### src/sv/wvdv_pkg.sv
// ----------------------------------------------------------------------------
// wvdv_pkg
// Shared types, constants and lookup functions for the wind vane vote block.
// ----------------------------------------------------------------------------
package wvdv_pkg;

   localparam int NUM_SECTORS    = 8;
   localparam int SECTOR_BITS    = 3;
   localparam int CODE_BITS      = 5;
   localparam int DIR_BITS       = 4;
   localparam int HEADING_BITS   = 9;
   localparam int SAMPLE_BITS    = 8;
   localparam int VOTES_OUT_BITS = 8;

   localparam logic [DIR_BITS-1:0]     SECTOR_NONE    = 4'd8;
   localparam logic [SAMPLE_BITS-1:0]  SPR_RESET      = 8'd5;
   localparam logic [SAMPLE_BITS-1:0]  SAMPLE_MAX     = 8'd255;
   localparam logic [HEADING_BITS-1:0] DEG_PER_SECTOR = 9'd45;

   typedef enum logic [1:0] {
      ST_IDLE,
      ST_SCAN,
      ST_LOAD
   } state_type;

   // Sequencer commands to the scan unit
   typedef struct packed {
      logic start;
      logic step;
   } scan_ctrl_type;

   // Scan unit status back to the sequencer
   typedef struct packed {
      logic                   last;
      logic                   found;
      logic [SECTOR_BITS-1:0] sector;
   } scan_stat_type;

   // Encoder code to compass sector, SECTOR_NONE for codes with no sector
   function automatic logic [DIR_BITS-1:0] sector_of(input logic [CODE_BITS-1:0] code);
      logic [DIR_BITS-1:0] s;
      case (code)
         5'd1:    s = 4'd1;
         5'd2:    s = 4'd7;
         5'd3:    s = 4'd0;
         5'd4:    s = 4'd6;
         5'd5:    s = 4'd0;
         5'd6:    s = 4'd6;
         5'd8:    s = 4'd4;
         5'd9:    s = 4'd4;
         5'd10:   s = 4'd7;
         5'd12:   s = 4'd4;
         5'd14:   s = 4'd6;
         5'd15:   s = 4'd0;
         5'd16:   s = 4'd3;
         5'd17:   s = 4'd1;
         5'd18:   s = 4'd2;
         5'd19:   s = 4'd1;
         5'd20:   s = 4'd6;
         5'd21:   s = 4'd5;
         5'd22:   s = 4'd2;
         5'd23:   s = 4'd2;
         5'd24:   s = 4'd3;
         5'd26:   s = 4'd7;
         5'd27:   s = 4'd3;
         5'd29:   s = 4'd5;
         5'd30:   s = 4'd6;
         default: s = SECTOR_NONE;
      endcase
      return s;
   endfunction

   function automatic logic [HEADING_BITS-1:0] heading_of(
      input logic [SECTOR_BITS-1:0] sector);
      return HEADING_BITS'(sector) * DEG_PER_SECTOR;
   endfunction

endpackage

### src/sv/wind_vane_direction_vote.sv
// ----------------------------------------------------------------------------
// wind_vane_direction_vote
// Votes encoder readings into eight compass sectors and reports the leader.
// ----------------------------------------------------------------------------
// Each request is one 5-bit encoder reading. When it is taken, the
// matching sector counter and the sample count advance, and if the report
// threshold is not reached the next request is accepted in the following
// cycle. A reading that reaches csr samples_per_report (reset 5; 0 reports
// on every reading) starts a scan: one comparator walks the eight sector
// counters, one per cycle, then the result is loaded into the output
// register and all counters clear. A reporting request therefore occupies
// the block through its accept, 8 scan steps and load, and longer if the
// previous result is still held by rsp_stall. Ties go to the lower sector;
// with no votes the result is direction 8, heading 0, found 0, votes 0.
module wind_vane_direction_vote #(
   parameter int COUNT_BITS = 8
) (
   input  logic                                 clock,
   input  logic                                 reset,
   input  logic                                 csr_wr_en,
   input  logic [wvdv_pkg::SAMPLE_BITS-1:0]     csr_wr_data,
   input  logic                                 req_valid,
   output logic                                 req_stall,
   input  logic [wvdv_pkg::CODE_BITS-1:0]       req_line_code,
   output logic                                 rsp_valid,
   input  logic                                 rsp_stall,
   output logic [wvdv_pkg::DIR_BITS-1:0]        rsp_direction,
   output logic [wvdv_pkg::HEADING_BITS-1:0]    rsp_heading_degrees,
   output logic                                 rsp_found,
   output logic [wvdv_pkg::VOTES_OUT_BITS-1:0]  rsp_winner_votes
);

   localparam int WIDE_BITS = (COUNT_BITS > wvdv_pkg::VOTES_OUT_BITS) ?
                              COUNT_BITS : wvdv_pkg::VOTES_OUT_BITS;

   wvdv_pkg::state_type              state_ff, state_in;
   logic [wvdv_pkg::SAMPLE_BITS-1:0] spr_ff, spr_in;
   logic [wvdv_pkg::SAMPLE_BITS-1:0] samples_ff, samples_in;
   logic [COUNT_BITS-1:0]            votes_ff [wvdv_pkg::NUM_SECTORS];
   logic [COUNT_BITS-1:0]            votes_in [wvdv_pkg::NUM_SECTORS];

   logic                                rsp_valid_ff, rsp_valid_in;
   logic [wvdv_pkg::DIR_BITS-1:0]       rsp_dir_ff, rsp_dir_in;
   logic [wvdv_pkg::HEADING_BITS-1:0]   rsp_head_ff, rsp_head_in;
   logic                                rsp_found_ff, rsp_found_in;
   logic [wvdv_pkg::VOTES_OUT_BITS-1:0] rsp_votes_ff, rsp_votes_in;

   wvdv_pkg::scan_ctrl_type          scan_ctrl;
   wvdv_pkg::scan_stat_type          scan_stat;
   logic [COUNT_BITS-1:0]            scan_best;
   logic [WIDE_BITS-1:0]             best_wide;

   logic                             accept;
   logic                             load;
   logic [wvdv_pkg::DIR_BITS-1:0]    sector;
   logic [wvdv_pkg::SAMPLE_BITS-1:0] samples_next;
   logic                             report;

   assign accept = req_valid && !req_stall;
   assign sector = wvdv_pkg::sector_of(req_line_code);
   assign samples_next = (samples_ff == wvdv_pkg::SAMPLE_MAX) ? samples_ff :
                         samples_ff + 1'b1;
   assign report = (samples_next >= spr_ff);

   wvdv_scan #(
      .COUNT_BITS (COUNT_BITS)
   ) u_scan (
      .clock  (clock),
      .reset  (reset),
      .ctrl   (scan_ctrl),
      .counts (votes_ff),
      .stat   (scan_stat),
      .best   (scan_best)
   );

   // sequencer
   always_comb begin
      state_in       = state_ff;
      req_stall      = 1'b1;
      scan_ctrl      = '0;
      load           = 1'b0;
      case (state_ff)
         wvdv_pkg::ST_IDLE: begin
            req_stall       = 1'b0;
            scan_ctrl.start = accept;
            if (accept && report) begin
               state_in = wvdv_pkg::ST_SCAN;
            end
         end
         wvdv_pkg::ST_SCAN: begin
            scan_ctrl.step = 1'b1;
            if (scan_stat.last) begin
               state_in = wvdv_pkg::ST_LOAD;
            end
         end
         wvdv_pkg::ST_LOAD: begin
            // wait for the output register to free up
            if (!rsp_valid_ff || !rsp_stall) begin
               load     = 1'b1;
               state_in = wvdv_pkg::ST_IDLE;
            end
         end
         default: begin
            state_in = wvdv_pkg::ST_IDLE;
         end
      endcase
   end

   // counters and configuration
   always_comb begin
      spr_in     = csr_wr_en ? csr_wr_data : spr_ff;
      samples_in = samples_ff;
      for (int i = 0; i < wvdv_pkg::NUM_SECTORS; i++) begin
         votes_in[i] = votes_ff[i];
         if (load) begin
            votes_in[i] = '0;
         end else if (accept && sector == wvdv_pkg::DIR_BITS'(i) && votes_ff[i] != '1) begin
            votes_in[i] = votes_ff[i] + 1'b1;
         end
      end
      if (load) begin
         samples_in = '0;
      end else if (accept) begin
         samples_in = samples_next;
      end
   end

   // output register
   always_comb begin
      best_wide    = WIDE_BITS'(scan_best);
      rsp_valid_in = rsp_valid_ff && rsp_stall;
      rsp_dir_in   = rsp_dir_ff;
      rsp_head_in  = rsp_head_ff;
      rsp_found_in = rsp_found_ff;
      rsp_votes_in = rsp_votes_ff;
      if (load) begin
         rsp_valid_in = 1'b1;
         rsp_found_in = scan_stat.found;
         if (scan_stat.found) begin
            rsp_dir_in   = wvdv_pkg::DIR_BITS'(scan_stat.sector);
            rsp_head_in  = wvdv_pkg::heading_of(scan_stat.sector);
            rsp_votes_in = (best_wide > WIDE_BITS'(wvdv_pkg::SAMPLE_MAX)) ?
                           wvdv_pkg::VOTES_OUT_BITS'(wvdv_pkg::SAMPLE_MAX) :
                           best_wide[wvdv_pkg::VOTES_OUT_BITS-1:0];
         end else begin
            rsp_dir_in   = wvdv_pkg::SECTOR_NONE;
            rsp_head_in  = '0;
            rsp_votes_in = '0;
         end
      end
   end

   always_ff @(posedge clock) begin
      if (reset) begin
         state_ff     <= wvdv_pkg::ST_IDLE;
         spr_ff       <= wvdv_pkg::SPR_RESET;
         samples_ff   <= '0;
         rsp_valid_ff <= 1'b0;
         for (int i = 0; i < wvdv_pkg::NUM_SECTORS; i++) begin
            votes_ff[i] <= '0;
         end
      end else begin
         state_ff     <= state_in;
         spr_ff       <= spr_in;
         samples_ff   <= samples_in;
         rsp_valid_ff <= rsp_valid_in;
         for (int i = 0; i < wvdv_pkg::NUM_SECTORS; i++) begin
            votes_ff[i] <= votes_in[i];
         end
      end
      rsp_dir_ff   <= rsp_dir_in;
      rsp_head_ff  <= rsp_head_in;
      rsp_found_ff <= rsp_found_in;
      rsp_votes_ff <= rsp_votes_in;
   end

   assign rsp_valid           = rsp_valid_ff;
   assign rsp_direction       = rsp_dir_ff;
   assign rsp_heading_degrees = rsp_head_ff;
   assign rsp_found           = rsp_found_ff;
   assign rsp_winner_votes    = rsp_votes_ff;

endmodule

### src/sv/wvdv_scan.sv
// ----------------------------------------------------------------------------
// wvdv_scan
// Single comparator stepped over the sector counters to find the leader.
// ----------------------------------------------------------------------------
module wvdv_scan #(
   parameter int COUNT_BITS = 8
) (
   input  logic                      clock,
   input  logic                      reset,
   input  wvdv_pkg::scan_ctrl_type   ctrl,
   input  logic [COUNT_BITS-1:0]     counts [wvdv_pkg::NUM_SECTORS],
   output wvdv_pkg::scan_stat_type   stat,
   output logic [COUNT_BITS-1:0]     best
);

   logic [wvdv_pkg::SECTOR_BITS-1:0] idx_ff, idx_in;
   logic [wvdv_pkg::SECTOR_BITS-1:0] win_ff, win_in;
   logic                             found_ff, found_in;
   logic [COUNT_BITS-1:0]            best_ff, best_in;
   logic [COUNT_BITS-1:0]            cur;

   assign cur = counts[idx_ff];

   always_comb begin
      idx_in   = idx_ff;
      win_in   = win_ff;
      found_in = found_ff;
      best_in  = best_ff;
      if (ctrl.start) begin
         idx_in   = '0;
         found_in = 1'b0;
         best_in  = '0;
      end else if (ctrl.step) begin
         // strict compare keeps the lower sector on a tie
         if (cur > best_ff) begin
            best_in  = cur;
            win_in   = idx_ff;
            found_in = 1'b1;
         end
         idx_in = idx_ff + 1'b1;
      end
   end

   always_ff @(posedge clock) begin
      if (reset) begin
         idx_ff   <= '0;
         found_ff <= 1'b0;
         best_ff  <= '0;
      end else begin
         idx_ff   <= idx_in;
         found_ff <= found_in;
         best_ff  <= best_in;
      end
      win_ff <= win_in;
   end

   assign stat.last   = (idx_ff == wvdv_pkg::SECTOR_BITS'(wvdv_pkg::NUM_SECTORS - 1));
   assign stat.found  = found_ff;
   assign stat.sector = win_ff;
   assign best        = best_ff;

endmodule

### config.mk
export PLATFORM = sky130hd
export DESIGN_NAME = wind_vane_direction_vote
export DESIGN_NICKNAME = d
export VERILOG_FILES = /design/src/sv/wvdv_pkg.sv /design/src/sv/wind_vane_direction_vote.sv /design/src/sv/wvdv_scan.sv
export SDC_FILE = /design/constraint.sdc
export NUM_CORES = 1
export LEC_CHECK = 0
export BUFFER_PORTS_ARGS = -buffer_cell sky130_fd_sc_hd__buf_2
export CAP_MARGIN = 10
export CORE_AREA = 2 2 127 129
export CTS_CLUSTER_DIAMETER = 30
export DETAILED_ROUTE_END_ITERATION = 8
export DIE_AREA = 0 0 129 131
export GPL_ROUTABILITY_DRIVEN = 0
export SYNTH_ARGS = -nofsm -noshare
export SYNTH_HDL_FRONTEND = slang
export SYNTH_SLANG_ARGS = --single-unit
### constraint.sdc
create_clock -name clock -period 3.32 [get_ports clock]
set_clock_uncertainty 0.1 [all_clocks]
set_input_delay 0.664 -clock clock [delete_from_list [all_inputs] [get_ports clock]]
set_output_delay 0.664 -clock clock [all_outputs]
set_load 0.005 [all_outputs]
# Word-level counts from Yosys, hierarchy flattened
# Memory sizes are Yosys's and may differ from the RTL's.
# Cells that the tools add are included.
# W data, S select, Z words.
# totals
mem_bits_ro	128
wordCells	106
memories	1
reg_bits	120
input_bits	18
# classes
multipliers	1
mux	16
order_cmp	4
bitwise	2
addsub	10
reduce_logical	29
eq_ne	22
# memory_table
name	depth	word_bits	read_ports	rd_ports_with_merged_regs	write_ports	line_no	rtl
(no name shown)	32	4	1	0	0	wvdv_pkg.sv:42	case (code)
# ops
op	count
$add A8 B1 Y8 const B	9
$ne A8 B8 Y1 const B	8
$mux W8	4
$bmux W8 S3	1
$logic_and A1 B1 Y1	19
$eq A4 B3 Y1 const B	4
$mul A3 B6 Y9 const B	1
$eq A4 B2 Y1 const B	2
$eq A8 B8 Y1 const B	1
$ge A8 B8 Y1	1
$gt A8 B8 Y1	1
$gt A8 B8 Y1 const B	1
$mux W1	6
$mux W2	3
$pmux W2 S3	1
$reduce_and A3 Y1	2
$eq A4 B1 Y1 const B	1
$ge A4 B4 Y1 const B	1
$logic_not A4 Y1	1
$mux W4	1
$ne A2 B2 Y1 const B	2
$not A3 Y4	1
$reduce_or A2 Y1	2
$add A3 B1 Y3 const B	1
9 further kinds	10

# Depth between registers and ports, before layout
# Gate-level depths: netlist of the first run.
# logic_depth
depth_word	6
ltp_mapped	12
mapped_depth_nobuf	11

# Hierarchy
# Synthesis of the first run repeated with hierarchy kept, for this count alone.
# unflattened
hier_cells	723
area_unflattened_um2	6755.2
# modules_own_cells
module	n_inst	area_per_inst_um2	cells_per_inst
wind_vane_direction_vote	1	5469.0	618
wvdv_scan	1	1286.2	105

# Worst setup path before layout of the first run
# No wires, ideal clock.
# synth_timing
path_kind	register to register
from	register u_scan.idx_ff[0] in the netlist's numbering
to	register u_scan.best_ff[0] (netlist: u_scan.best[0])
arrival_time_ns	3.376
stages_incl_launch_ff	12
slack_ns	-0.241
synth_period_minus_slack_ns	3.561
path_buffers	2
path_cell_list	dfxtp_1 clkbuf_1 buf_2 mux4_2 mux2_2 ha_1 nor2b_1 o21a_1 o21a_1 o21ai_1 nand2_1 a211oi_1
# synth_via
elab_chain_len	6
# synth_rtl
element	line_no	rtl
start, declared	wvdv_scan.sv:16	logic [wvdv_pkg::SECTOR_BITS-1:0] idx_ff, idx_in;
start signal, assigned	wvdv_scan.sv:50	idx_ff <= idx_in;
$not A3 Y4 (not written as such)	wvdv_scan.sv:22	assign cur = counts[idx_ff];
$bmux W8 S3	wvdv_scan.sv:22	
$mux W8 (not written as such) (2 in series)	wvdv_scan.sv:22	
net u_scan.cur[1]	wvdv_scan.sv:20	logic [COUNT_BITS-1:0] cur;
$gt A8 B8 Y1	wvdv_scan.sv:35	if (cur > best_ff) begin
$reduce_and A2 Y1 (no source line)	-	
end signal, assigned	wvdv_scan.sv:52	best_ff <= best_in;
end, declared	wvdv_scan.sv:19	logic [COUNT_BITS-1:0] best_ff, best_in;
# The timed path passes the listed nets, and every way through them passes these cells. The select of a mux whose other input is x is not followed.
# A chain may end at the register's enable or synchronous reset.

# Worst setup path after layout of the first run
# Ends and elaborated chain as after synthesis.

==> impl_results.html, run 1 <==
<table>
<tr><th>Metric</th><th>Value</th></tr>
<tr><th colspan="2">Power and ir drop</th></tr>
<tr><td>Switching Share</td><td>23.4%</td></tr>
<tr><td>Internal power</td><td>2.74 mW</td></tr>
<tr><td>Static power due to leakage</td><td>a little under 3 nW</td></tr>
<tr><td>Clock power frac</td><td>between 50% and 60%</td></tr>
<tr><td>Comb pwr share</td><td>between 6 and 7%</td></tr>
<tr><td>Switching pwr</td><td>0.838 mW</td></tr>
<tr><td>Flop pwr share</td><td>roughly two fifths</td></tr>
<tr><td>Max VDD drop</td><td>around 0.32 mV</td></tr>
<tr><td>Ratio of total power to cell area</td><td>approximately 450 nW/µm²</td></tr>
<tr><th colspan="2">Synthesis</th></tr>
<tr><td>Synth cell count leaders</td><td>sky130_fd_sc_hd__dfxtp_1 (95), sky130_fd_sc_hd__a21oi_1 (57), sky130_fd_sc_hd__nand2_1 (57), sky130_fd_sc_hd__nor2_1 (49), sky130_fd_sc_hd__ha_1 (38)</td></tr>
<tr><td>Cell types with the largest area share after synthesis</td><td>sky130_fd_sc_hd__dfxtp_1 (28%), sky130_fd_sc_hd__edfxtp_1 (10%), sky130_fd_sc_hd__ha_1 (6.9%)</td></tr>
<tr><td>Number of nets in the synthesized netlist</td><td>between 700 and 800</td></tr>
<tr><td>Share of synthesized flip-flops with an asynchronous set or reset</td><td>0%</td></tr>
<tr><td>Largest area contributor in the netlist</td><td>sky130_fd_sc_hd__dfxtp_1</td></tr>
<tr><td>Count of synthesis-stage warnings from yosys</td><td>0</td></tr>
<tr><td>Share of the synthesized area in the top cell type</td><td>about 28%</td></tr>
<tr><td>Most repeated cell in the gate-level netlist after synthesis</td><td>sky130_fd_sc_hd__dfxtp_1</td></tr>
<tr><td>Average size of a mapped cell</td><td>9.27 µm²</td></tr>
<tr><td>Portion of the post-synthesis area used by sequential elements</td><td>37.8%</td></tr>
<tr><td>Cell area after synthesis</td><td>6870 µm²</td></tr>
<tr><td>Post-synth cell types</td><td>74</td></tr>
<tr><td>Number of register bits inferred by synthesis</td><td>118</td></tr>
<tr><td>Flip-flop cell with the highest count after synthesis</td><td>sky130_fd_sc_hd__dfxtp_1</td></tr>
<tr><td>Count of flip-flops with a built-in enable after synthesis</td><td>23</td></tr>
<tr><td>Synthesized netlist cell count</td><td>between 700 and 800</td></tr>
<tr><th colspan="2">CTS</th></tr>
<tr><td>Number of buffers added by the clock tree synthesis step</td><td>17</td></tr>
<tr><td>Hold-fix buffers at CTS</td><td>0</td></tr>
<tr><td>Buffers from clock root to sink, at most</td><td>2</td></tr>
<tr><td>Clock network latency to the later pin of the worst-skew pair</td><td>0.41 ns</td></tr>
<tr><td>Post-cts gate resize count</td><td>0</td></tr>
<tr><td>Maximum level of the CTS H-tree</td><td>4</td></tr>
<tr><td>Sink Count</td><td>118</td></tr>
<tr><td>Setup Buffers After CTS</td><td>0</td></tr>
<tr><td>Clock-pin slew on the worst setup and hold paths</td><td>roughly 0.05 ns</td></tr>
<tr><td>Clock tree from TritonCTS</td><td>done</td></tr>
<tr><td>Buffer type at the clock tree root</td><td>sky130_fd_sc_hd__clkbuf_16</td></tr>
<tr><th colspan="2">Critical path</th></tr>
<tr><td>Kind of end point of the critical path</td><td>flop</td></tr>
<tr><td>Critical register-to-register path startpoint</td><td>u_scan.idx_ff[0]</td></tr>
<tr><td>Crit start category</td><td>flop</td></tr>
<tr><td>Most common cell on crit path</td><td>sky130_fd_sc_hd__o21a_1</td></tr>
<tr><td>CP cell instances</td><td>buf_12 -&gt; mux4_2 -&gt; mux2_2 -&gt; ha_1 -&gt; nor2b_1 -&gt; o21a_1 -&gt; o21a_1 -&gt; o21ai_2 -&gt; nand2_1 -&gt; a211oi_1</td></tr>
<tr><td>Crit path DAT</td><td>approximately 3.3 ns</td></tr>
<tr><td>Critical setup path kind</td><td>flop to flop</td></tr>
<tr><td>Critical Path RT</td><td>3.55 ns</td></tr>
<tr><td>Worst Path Max Fanout</td><td>19</td></tr>
<tr><td>Slowest stage cell on the critical path</td><td>sky130_fd_sc_hd__mux4_2</td></tr>
<tr><td>Peak per-stage delay on the critical path</td><td>between 0.5 and 0.6 ns</td></tr>
<tr><td>Worst Setup SP</td><td>u_scan.idx_ff[0]</td></tr>
<tr><th colspan="2">Floorplan</th></tr>
<tr><td>Area inside the core boundary</td><td>between 15000 and 20000 µm²</td></tr>
<tr><td>Vertical extent of the die</td><td>approximately 130 µm</td></tr>
<tr><td>Die Footprint</td><td>approximately 17000 µm²</td></tr>
<tr><td>Die width</td><td>129 µm</td></tr>
<tr><td>Row count</td><td>between 40 and 50</td></tr>
<tr><td>Initial standard-cell utilization of the core</td><td>roughly 44%</td></tr>
<tr><td>I/O Pins</td><td>42</td></tr>
<tr><th colspan="2">Drt</th></tr>
<tr><td>Number of DRC markers in iteration 0</td><td>430</td></tr>
<tr><td>Routed vias</td><td>between 5000 and 6000</td></tr>
<tr><td>Detail Route Antenna Nets</td><td>0</td></tr>
<tr><td>Per-cell via count in the routed design</td><td>between 5 and 6</td></tr>
<tr><td>Post-detailed-routing wire length</td><td>about 16000 µm</td></tr>
<tr><td>Detail-routed net length per standard cell</td><td>around 16 µm</td></tr>
<tr><td>Residual DRC count</td><td>0</td></tr>
<tr><td>DRT Pass-1 Iters</td><td>5</td></tr>
<tr><th colspan="2">Timing</th></tr>
<tr><td>Final sum of negative setup slack</td><td>0 ns</td></tr>
<tr><td>Number of max-slew violations in the final report</td><td>0</td></tr>
<tr><td>Slew HR</td><td>a little under three fifths</td></tr>
<tr><td>Shortest period the worst path allows</td><td>around 3 ns</td></tr>
<tr><td>Slew at the pin closest to its max-slew limit</td><td>about 0.67 ns</td></tr>
<tr><td>Total setup violations reported at the end of the flow</td><td>0</td></tr>
<tr><td>Number of hold violations in the final report</td><td>0</td></tr>
<tr><td>RSZ-0062 raised after global routing</td><td>false</td></tr>
<tr><td>Period utilisation layout</td><td>about nine tenths</td></tr>
<tr><td>Maximum clock frequency</td><td>~330 MHz</td></tr>
<tr><td>Hold slack</td><td>0.374 ns</td></tr>
<tr><th colspan="2">Global routing</th></tr>
<tr><td>Global Route Usage Sum</td><td>between 20% and 30%</td></tr>
<tr><td>Antenna violations before repair</td><td>0</td></tr>
<tr><td>Wire length of the first global-routing pass</td><td>between 20000 and 30000 µm</td></tr>
<tr><td>Sum of overflow across all layers after global routing</td><td>0</td></tr>
<tr><td>Number of global-route vias before repair</td><td>5614</td></tr>
<tr><td>Largest net degree at the start of global routing</td><td>30</td></tr>
<tr><th colspan="2">Finish</th></tr>
<tr><td>Layout filler cell count</td><td>~1400</td></tr>
<tr><td>Share of final-layout standard cells stronger than drive strength 1</td><td>between 10% and 20%</td></tr>
<tr><td>Antenna Cells</td><td>0</td></tr>
<tr><td>Net count reported at finish</td><td>around 840</td></tr>
<tr><td>Area Overhead vs Synth</td><td>15.2%</td></tr>
<tr><td>Post-route cell area</td><td>between 7000 and 8000 µm²</td></tr>
<tr><th colspan="2">Placed design</th></tr>
<tr><td>Dpl hpwl</td><td>around 12000 µm</td></tr>
<tr><td>Placed cell areas</td><td>7320 µm²</td></tr>
<tr><td>Port bufs</td><td>41</td></tr>
<tr><th colspan="2">Status</th></tr>
<tr><td>Outcome</td><td>completed</td></tr>
<tr><th colspan="2">Worst hold path</th></tr>
<tr><td>Launch point of the worst hold path</td><td>csr_wr_data[0]</td></tr>
<tr><td>Path class of the lowest-slack min-delay path</td><td>primary input to flop</td></tr>
<tr><th colspan="2">Flow run</th></tr>
<tr><td>Max-cap violation count</td><td>0</td></tr>
</table>
[kinds of logic after synthesis]
| family | count (synthesis) | synth area share, % |
|---|---|---|
| simple gates | 296 | 23.8 |
| compound gates | 163 | 16.2 |
| flops | 118 | 37.8 |
| buf+inv | 71 | 4.30 |
| mux | 41 | 9.06 |
| fa+ha+maj | 39 | 7.22 |
| xor+xnor | 13 | 1.66 |
[final cells by class]
class                      instances  area (µm²)  share of cell area (%)
tap                              216         270                    3.42
clock inverter                    13         155                    1.96
clock buffer                      19         433                    5.47
timing repair buffer              59         353                    4.46
sequential                       118        2590                    32.8
inverter                          31         116                    1.47
multi-input combinational        552        3990                    50.4
[registers in the layout, summed over array words and instances (netlist names)]
name,flops
u_scan.idx_ff,3
u_scan.win_ff,3
rsp_direction,4
rsp_winner_votes,8
u_scan.found_ff,1
state_ff,2
rsp_valid,1
rsp_found,1
u_scan.best,8
votes_ff,64
rsp_heading_degrees,7
spr_ff,8
samples_ff,8
[placed cells by master (no fill, tap or decap), types with 10 or more instances in the layout]
master / netlist / final
sky130_fd_sc_hd__o31ai_1: 17 / 17
sky130_fd_sc_hd__and2_1: 10 / 10
sky130_fd_sc_hd__o211ai_1: 12 / 12
sky130_fd_sc_hd__inv_1: 30 / 30
sky130_fd_sc_hd__clkbuf_16: 0 / 17
sky130_fd_sc_hd__edfxtp_1: 23 / 23
sky130_fd_sc_hd__nand2_1: 57 / 57
sky130_fd_sc_hd__nor2_1: 49 / 48
sky130_fd_sc_hd__nor3_1: 24 / 24
sky130_fd_sc_hd__o21ai_0: 22 / 22
sky130_fd_sc_hd__buf_4: 3 / 17
sky130_fd_sc_hd__or4_1: 20 / 20
sky130_fd_sc_hd__or3_1: 28 / 28
sky130_fd_sc_hd__nand3_1: 30 / 30
sky130_fd_sc_hd__dfxtp_1: 95 / 95
sky130_fd_sc_hd__nor2b_1: 10 / 10
sky130_fd_sc_hd__a21oi_1: 57 / 56
sky130_fd_sc_hd__mux2i_1: 16 / 16
sky130_fd_sc_hd__mux4_2: 16 / 16
sky130_fd_sc_hd__ha_1: 38 / 38
sky130_fd_sc_hd__nand4_1: 28 / 28
sky130_fd_sc_hd__buf_2: 7 / 41
[power by group through the flow]
| stage | logic (mW) | clock network [mW] | registers, mW |
|---|---|---|---|
| after global placement | 0.242 | 0 | 1.52 |
| after CTS | 0.250 | 1.87 | 1.49 |
| final | 0.249 | 1.84 | 1.49 |
| after detailed placement | 0.248 | 0 | 1.52 |
| after floorplan | 0.182 | 0 | 1.51 |
| after global routing | 0.277 | 1.95 | 1.49 |
[critical path: cells and delay by family, from the launching register on]
kind            cells  cell delay [ns]
compound gates      4             0.88
fa+ha+maj           1             0.29
buf+inv             1             0.19
flops               1             0.35
mux                 2             0.84
simple gates        2             0.31
[through the flow]
step	utilization, %	setup WS (ns)	std cells	total power [mW]
floorplan	-	0.0453	741	1.69
global placement	46.9	0.259	976	1.76
detailed placement	46.9	0.154	976	1.77
CTS	50.7	0.255	1008	3.61
global route	50.7	0.0559	1008	3.71
finish	50.7	0.270	1008	3.58
[worst paths after layout]
path,endpoint,slack (ns),cells after the start
hold / removal,spr_ff[0],0.37,3
hold reg to reg,votes_ff[5],0.38,2
setup / recovery,u_scan.best[0],0.27,10
setup reg to reg,u_scan.best[0],0.27,10
[metal layers]
metal | wire length, µm | global-route usage, %
met5 | 0 | 0
met4 | 557 | 10.4
met3 | 692 | 4.40
met2 | 7580 | 34.1
met1 | 7530 | 25.5
Note: power is estimated with default switching activity, not from simulation.
==> run 2: changes to the inputs <==
==> constraint.sdc (replaced) <==
create_clock -name clock -period 3.55 [get_ports clock]
set_clock_uncertainty 0.1 [all_clocks]
set_input_delay 0.71 -clock clock [delete_from_list [all_inputs] [get_ports clock]]
set_output_delay 0.71 -clock clock [all_outputs]
set_load 0.005 [all_outputs]
==> impl_results.html, run 2 (synthesized netlist as in run 1, its figures left out) <==
<table>
<tr><th>Metric</th><th>Value</th></tr>
<tr><th colspan="2">Finish</th></tr>
<tr><td>Share of final-layout standard cells stronger than drive strength 1</td><td>17.4%</td></tr>
<tr><td>Utilization after layout</td><td>roughly 50%</td></tr>
<tr><td>Largest register by flop count</td><td>votes_ff</td></tr>
<tr><td>Antenna Cells</td><td>0</td></tr>
<tr><td>Most used cells in the layout excluding fill and tap cells</td><td>sky130_fd_sc_hd__dfxtp_1 (95), sky130_fd_sc_hd__nand2_1 (57), sky130_fd_sc_hd__a21oi_1 (56)</td></tr>
<tr><td>Number of flip-flops under the largest register name</td><td>64</td></tr>
<tr><td>Area Overhead vs Synth</td><td>15.0%</td></tr>
<tr><td>Net count reported at finish</td><td>832</td></tr>
<tr><td>Most common cell after layout, fill and taps aside</td><td>sky130_fd_sc_hd__dfxtp_1</td></tr>
<tr><td>Layout filler cell count</td><td>1405</td></tr>
<tr><th colspan="2">Placed design</th></tr>
<tr><td>Dpl hpwl</td><td>about 12000 µm</td></tr>
<tr><td>Port bufs</td><td>41</td></tr>
<tr><th colspan="2">Floorplan</th></tr>
<tr><td>Die Footprint</td><td>around 17000 µm²</td></tr>
<tr><td>Area inside the core boundary</td><td>15600 µm²</td></tr>
<tr><td>Initial standard-cell utilization of the core</td><td>around 44%</td></tr>
<tr><td>Die width</td><td>between 100 and 150 µm</td></tr>
<tr><td>I/O Pins</td><td>42</td></tr>
<tr><td>Vertical extent of the die</td><td>between 100 and 150 µm</td></tr>
<tr><td>Row count</td><td>46</td></tr>
<tr><th colspan="2">Worst hold path</th></tr>
<tr><td>Min-Delay Path Depth</td><td>0</td></tr>
<tr><td>Path class of the lowest-slack min-delay path</td><td>flop to flop</td></tr>
<tr><td>Launch point of the worst hold path</td><td>u_scan.idx_ff[0]</td></tr>
<tr><th colspan="2">Drt</th></tr>
<tr><td>Number of DRC markers in iteration 0</td><td>around 450</td></tr>
<tr><td>Residual DRC count</td><td>0</td></tr>
<tr><td>Routed vias</td><td>approximately 6000</td></tr>
<tr><td>DRT Pass-1 Iters</td><td>8</td></tr>
<tr><td>Detail Route Antenna Nets</td><td>0</td></tr>
<tr><td>Per-cell via count in the routed design</td><td>around 5.8</td></tr>
<tr><td>Post-detailed-routing wire length</td><td>16400 µm</td></tr>
<tr><td>Detail-routed net length per standard cell</td><td>between 15 and 20 µm</td></tr>
<tr><th colspan="2">Global routing</th></tr>
<tr><td>Antenna violations before repair</td><td>0</td></tr>
<tr><td>Wire length of the first global-routing pass</td><td>between 20000 and 30000 µm</td></tr>
<tr><td>Global Route Usage Sum</td><td>between 20% and 30%</td></tr>
<tr><td>Largest net degree at the start of global routing</td><td>34</td></tr>
<tr><td>Sum of overflow across all layers after global routing</td><td>0</td></tr>
<tr><td>Number of global-route vias before repair</td><td>between 5000 and 6000</td></tr>
<tr><th colspan="2">Timing</th></tr>
<tr><td>Maximum clock frequency</td><td>around 320 MHz</td></tr>
<tr><td>Slew at the pin closest to its max-slew limit</td><td>0.707 ns</td></tr>
<tr><td>Shortest period the worst path allows</td><td>between 3 and 4 ns</td></tr>
<tr><td>RSZ-0062 raised after global routing</td><td>false</td></tr>
<tr><td>Total setup violations reported at the end of the flow</td><td>0</td></tr>
<tr><td>Number of max-slew violations in the final report</td><td>0</td></tr>
<tr><td>Slew HR</td><td>between 50% and 60%</td></tr>
<tr><td>Final sum of negative setup slack</td><td>0 ns</td></tr>
<tr><td>Period utilisation layout</td><td>approximately nine tenths</td></tr>
<tr><td>Number of hold violations in the final report</td><td>0</td></tr>
<tr><th colspan="2">CTS</th></tr>
<tr><td>Buffers from clock root to sink, at most</td><td>2</td></tr>
<tr><td>Number of buffers added by the clock tree synthesis step</td><td>17</td></tr>
<tr><td>Post-cts gate resize count</td><td>0</td></tr>
<tr><td>Setup Buffers After CTS</td><td>0</td></tr>
<tr><td>Hold-fix buffers at CTS</td><td>0</td></tr>
<tr><td>Clock network latency to the later pin of the worst-skew pair</td><td>0.41 ns</td></tr>
<tr><td>Clock-pin slew on the worst setup and hold paths</td><td>around 0.050 ns</td></tr>
<tr><td>Clock tree from TritonCTS</td><td>done</td></tr>
<tr><td>Maximum level of the CTS H-tree</td><td>4</td></tr>
<tr><td>Sink Count</td><td>118</td></tr>
<tr><td>Buffer type at the clock tree root</td><td>sky130_fd_sc_hd__clkbuf_16</td></tr>
<tr><th colspan="2">Power and ir drop</th></tr>
<tr><td>Flop pwr share</td><td>about two fifths</td></tr>
<tr><td>Clock power frac</td><td>52.8%</td></tr>
<tr><td>Static power due to leakage</td><td>2.90 nW</td></tr>
<tr><td>Switching pwr</td><td>0.743 mW</td></tr>
<tr><td>Comb pwr share</td><td>approximately 6.7%</td></tr>
<tr><td>Internal power</td><td>about 2.7 mW</td></tr>
<tr><td>Ratio of total power to cell area</td><td>435 nW/µm²</td></tr>
<tr><td>Max VDD drop</td><td>0.352 mV</td></tr>
<tr><td>Switching Share</td><td>21.6%</td></tr>
<tr><th colspan="2">Critical path</th></tr>
<tr><td>Crit path DAT</td><td>about 3.3 ns</td></tr>
<tr><td>Worst Setup SP</td><td>u_scan.idx_ff[0]</td></tr>
<tr><td>Critical register-to-register path startpoint</td><td>u_scan.idx_ff[0]</td></tr>
<tr><td>Worst Path Max Fanout</td><td>18</td></tr>
<tr><td>Critical Path RT</td><td>between 3 and 4 ns</td></tr>
<tr><td>Kind of end point of the critical path</td><td>flop</td></tr>
<tr><td>Crit start category</td><td>flop</td></tr>
<tr><td>Critical setup path kind</td><td>flop to flop</td></tr>
<tr><td>R2R depth</td><td>10</td></tr>
<tr><th colspan="2">Flow run</th></tr>
<tr><td>Max-cap violation count</td><td>0</td></tr>
<tr><th colspan="2">Status</th></tr>
<tr><td>Outcome</td><td>completed</td></tr>
</table>
run 2: cell count changes in the layout (fill, tap and decap cells not counted), sizes merged:
| cell | previous run | this run |
|---|---|---|
| inv | 33 | 31 |
| buf | 59 | 55 |
| clkinvlp | 4 | 1 |
| bufinv | 3 | 5 |
| clkinv | 4 | 5 |
| clkbuf | 19 | 20 |
run 2: cell type report:
class	count	area [µm²]	share of cell area (%)
multi-input cells	552	3990	50.5
flip-flops and latches	118	2590	32.8
clock buffers	20	437	5.53
repair buffers	55	310	3.93
well taps	216	270	3.42
clock inverters	11	183	2.31
inverters	31	116	1.47
run 2: layer usage:
layer | vias up | track usage [%] | routed length (µm)
met1 | 2765 | 26.0 | 7450
met5 | - | 0 | 0
li1 | 2864 | - | -
met2 | 163 | 33.9 | 7630
met3 | 36 | 3.95 | 777
met4 | 0 | 10.6 | 520
run 2: final timing paths:
| kind | to | slack [ns] |
|---|---|---|
| max | u_scan.best[7] | 0.42 |
| min | u_scan.win_ff[0] | 0.34 |
| max reg2reg | u_scan.best[7] | 0.42 |
| min reg2reg | u_scan.win_ff[0] | 0.34 |
run 2: power by group through the flow:
stage	Combinational (mW)	Sequential [mW]	Clock, mW
CTS	0.229	1.39	1.84
floorplan	0.170	1.41	0
detailed placement	0.227	1.42	0
finish	0.228	1.39	1.81
global placement	0.220	1.42	0
global route	0.258	1.39	1.89
run 2: worst max-delay path, stage by stage (launching register included):
cell,delay [ns]
sky130_fd_sc_hd__dfxtp_1,0.32
sky130_fd_sc_hd__buf_4,0.31
sky130_fd_sc_hd__mux4_2,0.59
sky130_fd_sc_hd__mux2_2,0.33
sky130_fd_sc_hd__ha_1,0.29
sky130_fd_sc_hd__nor2b_1,0.14
sky130_fd_sc_hd__o21a_1,0.17
sky130_fd_sc_hd__o21a_1,0.17
sky130_fd_sc_hd__o21a_1,0.27
sky130_fd_sc_hd__nor3_1,0.22
sky130_fd_sc_hd__nor3_1,0.07
run 2: metrics by stage:
stage	setup slack, ns	power (mW)	instance area, µm²	hold slack, ns	instances
floorplan	0.189	1.58	6870	0.332	741
global placement	0.377	1.64	7270	0.315	972
detailed placement	0.263	1.65	7270	0.318	972
CTS	0.415	3.46	7890	0.334	1003
global route	0.179	3.54	7890	0.348	1003
finish	0.424	3.43	7890	0.336	1003
==> run 3: changes to the inputs <==
--- a/config.mk
+++ b/config.mk
@@ -7,10 +7,10 @@
 export LEC_CHECK = 0
 export BUFFER_PORTS_ARGS = -buffer_cell sky130_fd_sc_hd__buf_2
 export CAP_MARGIN = 10
-export CORE_AREA = 2 2 127 129
+export CORE_AREA = 2 2 142 116
 export CTS_CLUSTER_DIAMETER = 30
 export DETAILED_ROUTE_END_ITERATION = 8
-export DIE_AREA = 0 0 129 131
+export DIE_AREA = 0 0 144 118
 export GPL_ROUTABILITY_DRIVEN = 0
 export SYNTH_ARGS = -nofsm -noshare
 export SYNTH_HDL_FRONTEND = slang
==> constraint.sdc (replaced) <==
create_clock -name clock -period 3.55 [get_ports clock]
set_clock_uncertainty 0.1 [all_clocks]
set_input_delay 0 -clock clock [delete_from_list [all_inputs] [get_ports clock]]
set_output_delay 0 -clock clock [all_outputs]
set_load 0.005 [all_outputs]
==> impl_results.html, run 3 (synthesized netlist as in run 1, its figures left out) <==
<table>
<tr><th>Metric</th><th>Value</th></tr>
<tr><th colspan="2">Status</th></tr>
<tr><td>Outcome</td><td>completed</td></tr>
<tr><th colspan="2">Timing</th></tr>
<tr><td>Slew at the pin closest to its max-slew limit</td><td>0.668 ns</td></tr>
<tr><td>Number of max-slew violations in the final report</td><td>0</td></tr>
<tr><td>Period utilisation layout</td><td>approximately 89%</td></tr>
<tr><td>Final sum of negative setup slack</td><td>0 ns</td></tr>
<tr><td>Maximum clock frequency</td><td>~310 MHz</td></tr>
<tr><td>Total setup violations reported at the end of the flow</td><td>0</td></tr>
<tr><td>RSZ-0062 raised after global routing</td><td>false</td></tr>
<tr><td>Slew HR</td><td>a little under three fifths</td></tr>
<tr><td>Number of hold violations in the final report</td><td>0</td></tr>
<tr><td>Shortest period the worst path allows</td><td>roughly 3.2 ns</td></tr>
<tr><th colspan="2">Drt</th></tr>
<tr><td>Number of DRC markers in iteration 0</td><td>between 400 and 500</td></tr>
<tr><td>Met1 Wirelength</td><td>around 8300 µm</td></tr>
<tr><td>Per-cell via count in the routed design</td><td>roughly 5.8</td></tr>
<tr><td>Detail-routed net length per standard cell</td><td>17.0 µm</td></tr>
<tr><td>Routed vias</td><td>slightly below 6000</td></tr>
<tr><td>Met2 WL post-DR</td><td>7770 µm</td></tr>
<tr><td>Top routing layer in use</td><td>met4</td></tr>
<tr><td>Post-detailed-routing wire length</td><td>roughly 17000 µm</td></tr>
<tr><td>Detail Route Antenna Nets</td><td>0</td></tr>
<tr><td>Residual DRC count</td><td>0</td></tr>
<tr><td>Met3 Routed Length</td><td>1080 µm</td></tr>
<tr><td>DRT Pass-1 Iters</td><td>5</td></tr>
<tr><th colspan="2">Global routing</th></tr>
<tr><td>Largest net degree at the start of global routing</td><td>59</td></tr>
<tr><td>Wire length of the first global-routing pass</td><td>around 29000 µm</td></tr>
<tr><td>Number of global-route vias before repair</td><td>about 5600</td></tr>
<tr><td>Sum of overflow across all layers after global routing</td><td>0</td></tr>
<tr><td>Antenna violations before repair</td><td>0</td></tr>
<tr><td>Global Route Usage Sum</td><td>21.3%</td></tr>
<tr><th colspan="2">Floorplan</th></tr>
<tr><td>Die width</td><td>between 100 and 150 µm</td></tr>
<tr><td>Area inside the core boundary</td><td>about 16000 µm²</td></tr>
<tr><td>Initial standard-cell utilization of the core</td><td>between 40% and 50%</td></tr>
<tr><td>I/O Pins</td><td>42</td></tr>
<tr><td>Vertical extent of the die</td><td>about 120 µm</td></tr>
<tr><td>Die Footprint</td><td>about 17000 µm²</td></tr>
<tr><td>Row count</td><td>41</td></tr>
<tr><th colspan="2">CTS</th></tr>
<tr><td>Maximum level of the CTS H-tree</td><td>4</td></tr>
<tr><td>Number of buffers added by the clock tree synthesis step</td><td>17</td></tr>
<tr><td>Clock-pin slew on the worst setup and hold paths</td><td>0.05 ns</td></tr>
<tr><td>Buffers from clock root to sink, at most</td><td>2</td></tr>
<tr><td>Clock network latency to the later pin of the worst-skew pair</td><td>between 0.4 and 0.5 ns</td></tr>
<tr><td>Clock tree from TritonCTS</td><td>done</td></tr>
<tr><td>Buffer type at the clock tree root</td><td>sky130_fd_sc_hd__clkbuf_16</td></tr>
<tr><td>Sink Count</td><td>118</td></tr>
<tr><td>Setup Buffers After CTS</td><td>0</td></tr>
<tr><th colspan="2">Placed design</th></tr>
<tr><td>Dpl hpwl</td><td>about 12000 µm</td></tr>
<tr><td>Placed cell areas</td><td>7230 µm²</td></tr>
<tr><td>Placed instance count</td><td>between 900 and 1000</td></tr>
<tr><td>Port bufs</td><td>41</td></tr>
<tr><th colspan="2">Finish</th></tr>
<tr><td>Utilization after layout</td><td>a little over half</td></tr>
<tr><td>Share of final-layout standard cells stronger than drive strength 1</td><td>around 17%</td></tr>
<tr><td>Net count reported at finish</td><td>853</td></tr>
<tr><td>Post-route cell area</td><td>8090 µm²</td></tr>
<tr><td>Antenna Cells</td><td>0</td></tr>
<tr><td>Most common cell after layout, fill and taps aside</td><td>sky130_fd_sc_hd__dfxtp_1</td></tr>
<tr><td>Number of standard cells in the final layout excluding fillers</td><td>1024</td></tr>
<tr><td>Largest register by flop count</td><td>votes_ff</td></tr>
<tr><td>Number of flip-flops under the largest register name</td><td>64</td></tr>
<tr><td>Area Overhead vs Synth</td><td>17.8%</td></tr>
<tr><td>Most used cells in the layout excluding fill and tap cells</td><td>sky130_fd_sc_hd__dfxtp_1 (95), sky130_fd_sc_hd__nand2_1 (57), sky130_fd_sc_hd__a21oi_1 (56)</td></tr>
<tr><th colspan="2">Power and ir drop</th></tr>
<tr><td>Max VDD drop</td><td>about 0.28 mV</td></tr>
<tr><td>Ratio of total power to cell area</td><td>415 nW/µm²</td></tr>
<tr><td>Static power due to leakage</td><td>2.97 nW</td></tr>
<tr><th colspan="2">Critical path</th></tr>
<tr><td>Crit start category</td><td>flop</td></tr>
<tr><td>Crit path DAT</td><td>3.18 ns</td></tr>
<tr><td>Critical setup path kind</td><td>flop to flop</td></tr>
<tr><td>Peak per-stage delay on the critical path</td><td>about 0.56 ns</td></tr>
<tr><td>Kind of end point of the critical path</td><td>flop</td></tr>
<tr><td>Slowest stage cell on the critical path</td><td>sky130_fd_sc_hd__dfxtp_1</td></tr>
<tr><td>Worst Path Max Fanout</td><td>9</td></tr>
<tr><td>Critical Path RT</td><td>approximately 3.6 ns</td></tr>
<tr><td>CP cell instances</td><td>buf_4 -&gt; mux4_2 -&gt; mux2_2 -&gt; ha_1 -&gt; nand4_1 -&gt; o21ai_0 -&gt; or2_2 -&gt; nand2_1</td></tr>
<tr><th colspan="2">Flow run</th></tr>
<tr><td>Max-cap violation count</td><td>0</td></tr>
<tr><th colspan="2">Worst hold path</th></tr>
<tr><td>Path class of the lowest-slack min-delay path</td><td>primary input to flop</td></tr>
</table>
-- run 3: power breakdown --
part | total (mW) | switching (mW) | internal, mW | leakage [nW]
Clock | 1.70 | 0.649 | 1.06 | 0.277
Combinational | 0.257 | 0.157 | 0.101 | 1.70
Sequential | 1.39 | 0.0172 | 1.38 | 0.994
-- run 3: what timing repair did --
action | 4_1_cts | 5_1_grt
endpoints found under the hold margin | 15 | 0
hold buffers | 27 | 0
resized for setup | 0 | 0
-- run 3: worst paths after layout --
path,start,to,slack [ns],depth (start not counted)
worst min-delay path,req_line_code[1],votes_ff[29],0.25,6
worst max-delay path,u_scan.idx_ff[0],u_scan.win_ff[2],0.37,8
worst min register to register,votes_ff[5],votes_ff[5],0.41,2
worst max register to register,u_scan.idx_ff[0],u_scan.win_ff[2],0.37,8
-- run 3: cell type report --
type                    count  area [µm²]
clock buffers              18         439
clock inverters            14         151
fillers                  1385        7450
inverters                  31         116
multi-input cells         552        3990
flip-flops and latches    118        2590
well taps                 215         269
repair buffers             76         536
-- run 3: metal layers --
layer	GRT usage [%]	vias up
li1	-	2914
met1	29.8	2842
met2	32.0	177
met3	5.45	29
met4	7.23	0
met5	0	-
-- run 3: critical path: cells and delay by family (launching register included) --
family | cells | cell delay, ns
buffers and inverters | 1 | 0.27
adder cells (fa/ha/maj) | 1 | 0.29
multiplexers | 2 | 0.79
AND/OR/NAND/NOR | 3 | 0.72
AO/OA/AOI/OAI | 1 | 0.14
flip-flops | 1 | 0.56
-- run 3: stage by stage --
step / hold slack (ns) / worst slack [ns] / power, mW
3_5_place_dp: 0.124 / 0.348 / 1.65
4_1_cts: 0.232 / 0.348 / 3.38
2_1_floorplan: 0.0175 / 0.189 / 1.58
6_report: 0.254 / 0.374 / 3.35
5_1_grt: 0.305 / 0.0784 / 3.47
3_3_place_gp: 0.119 / 0.386 / 1.64
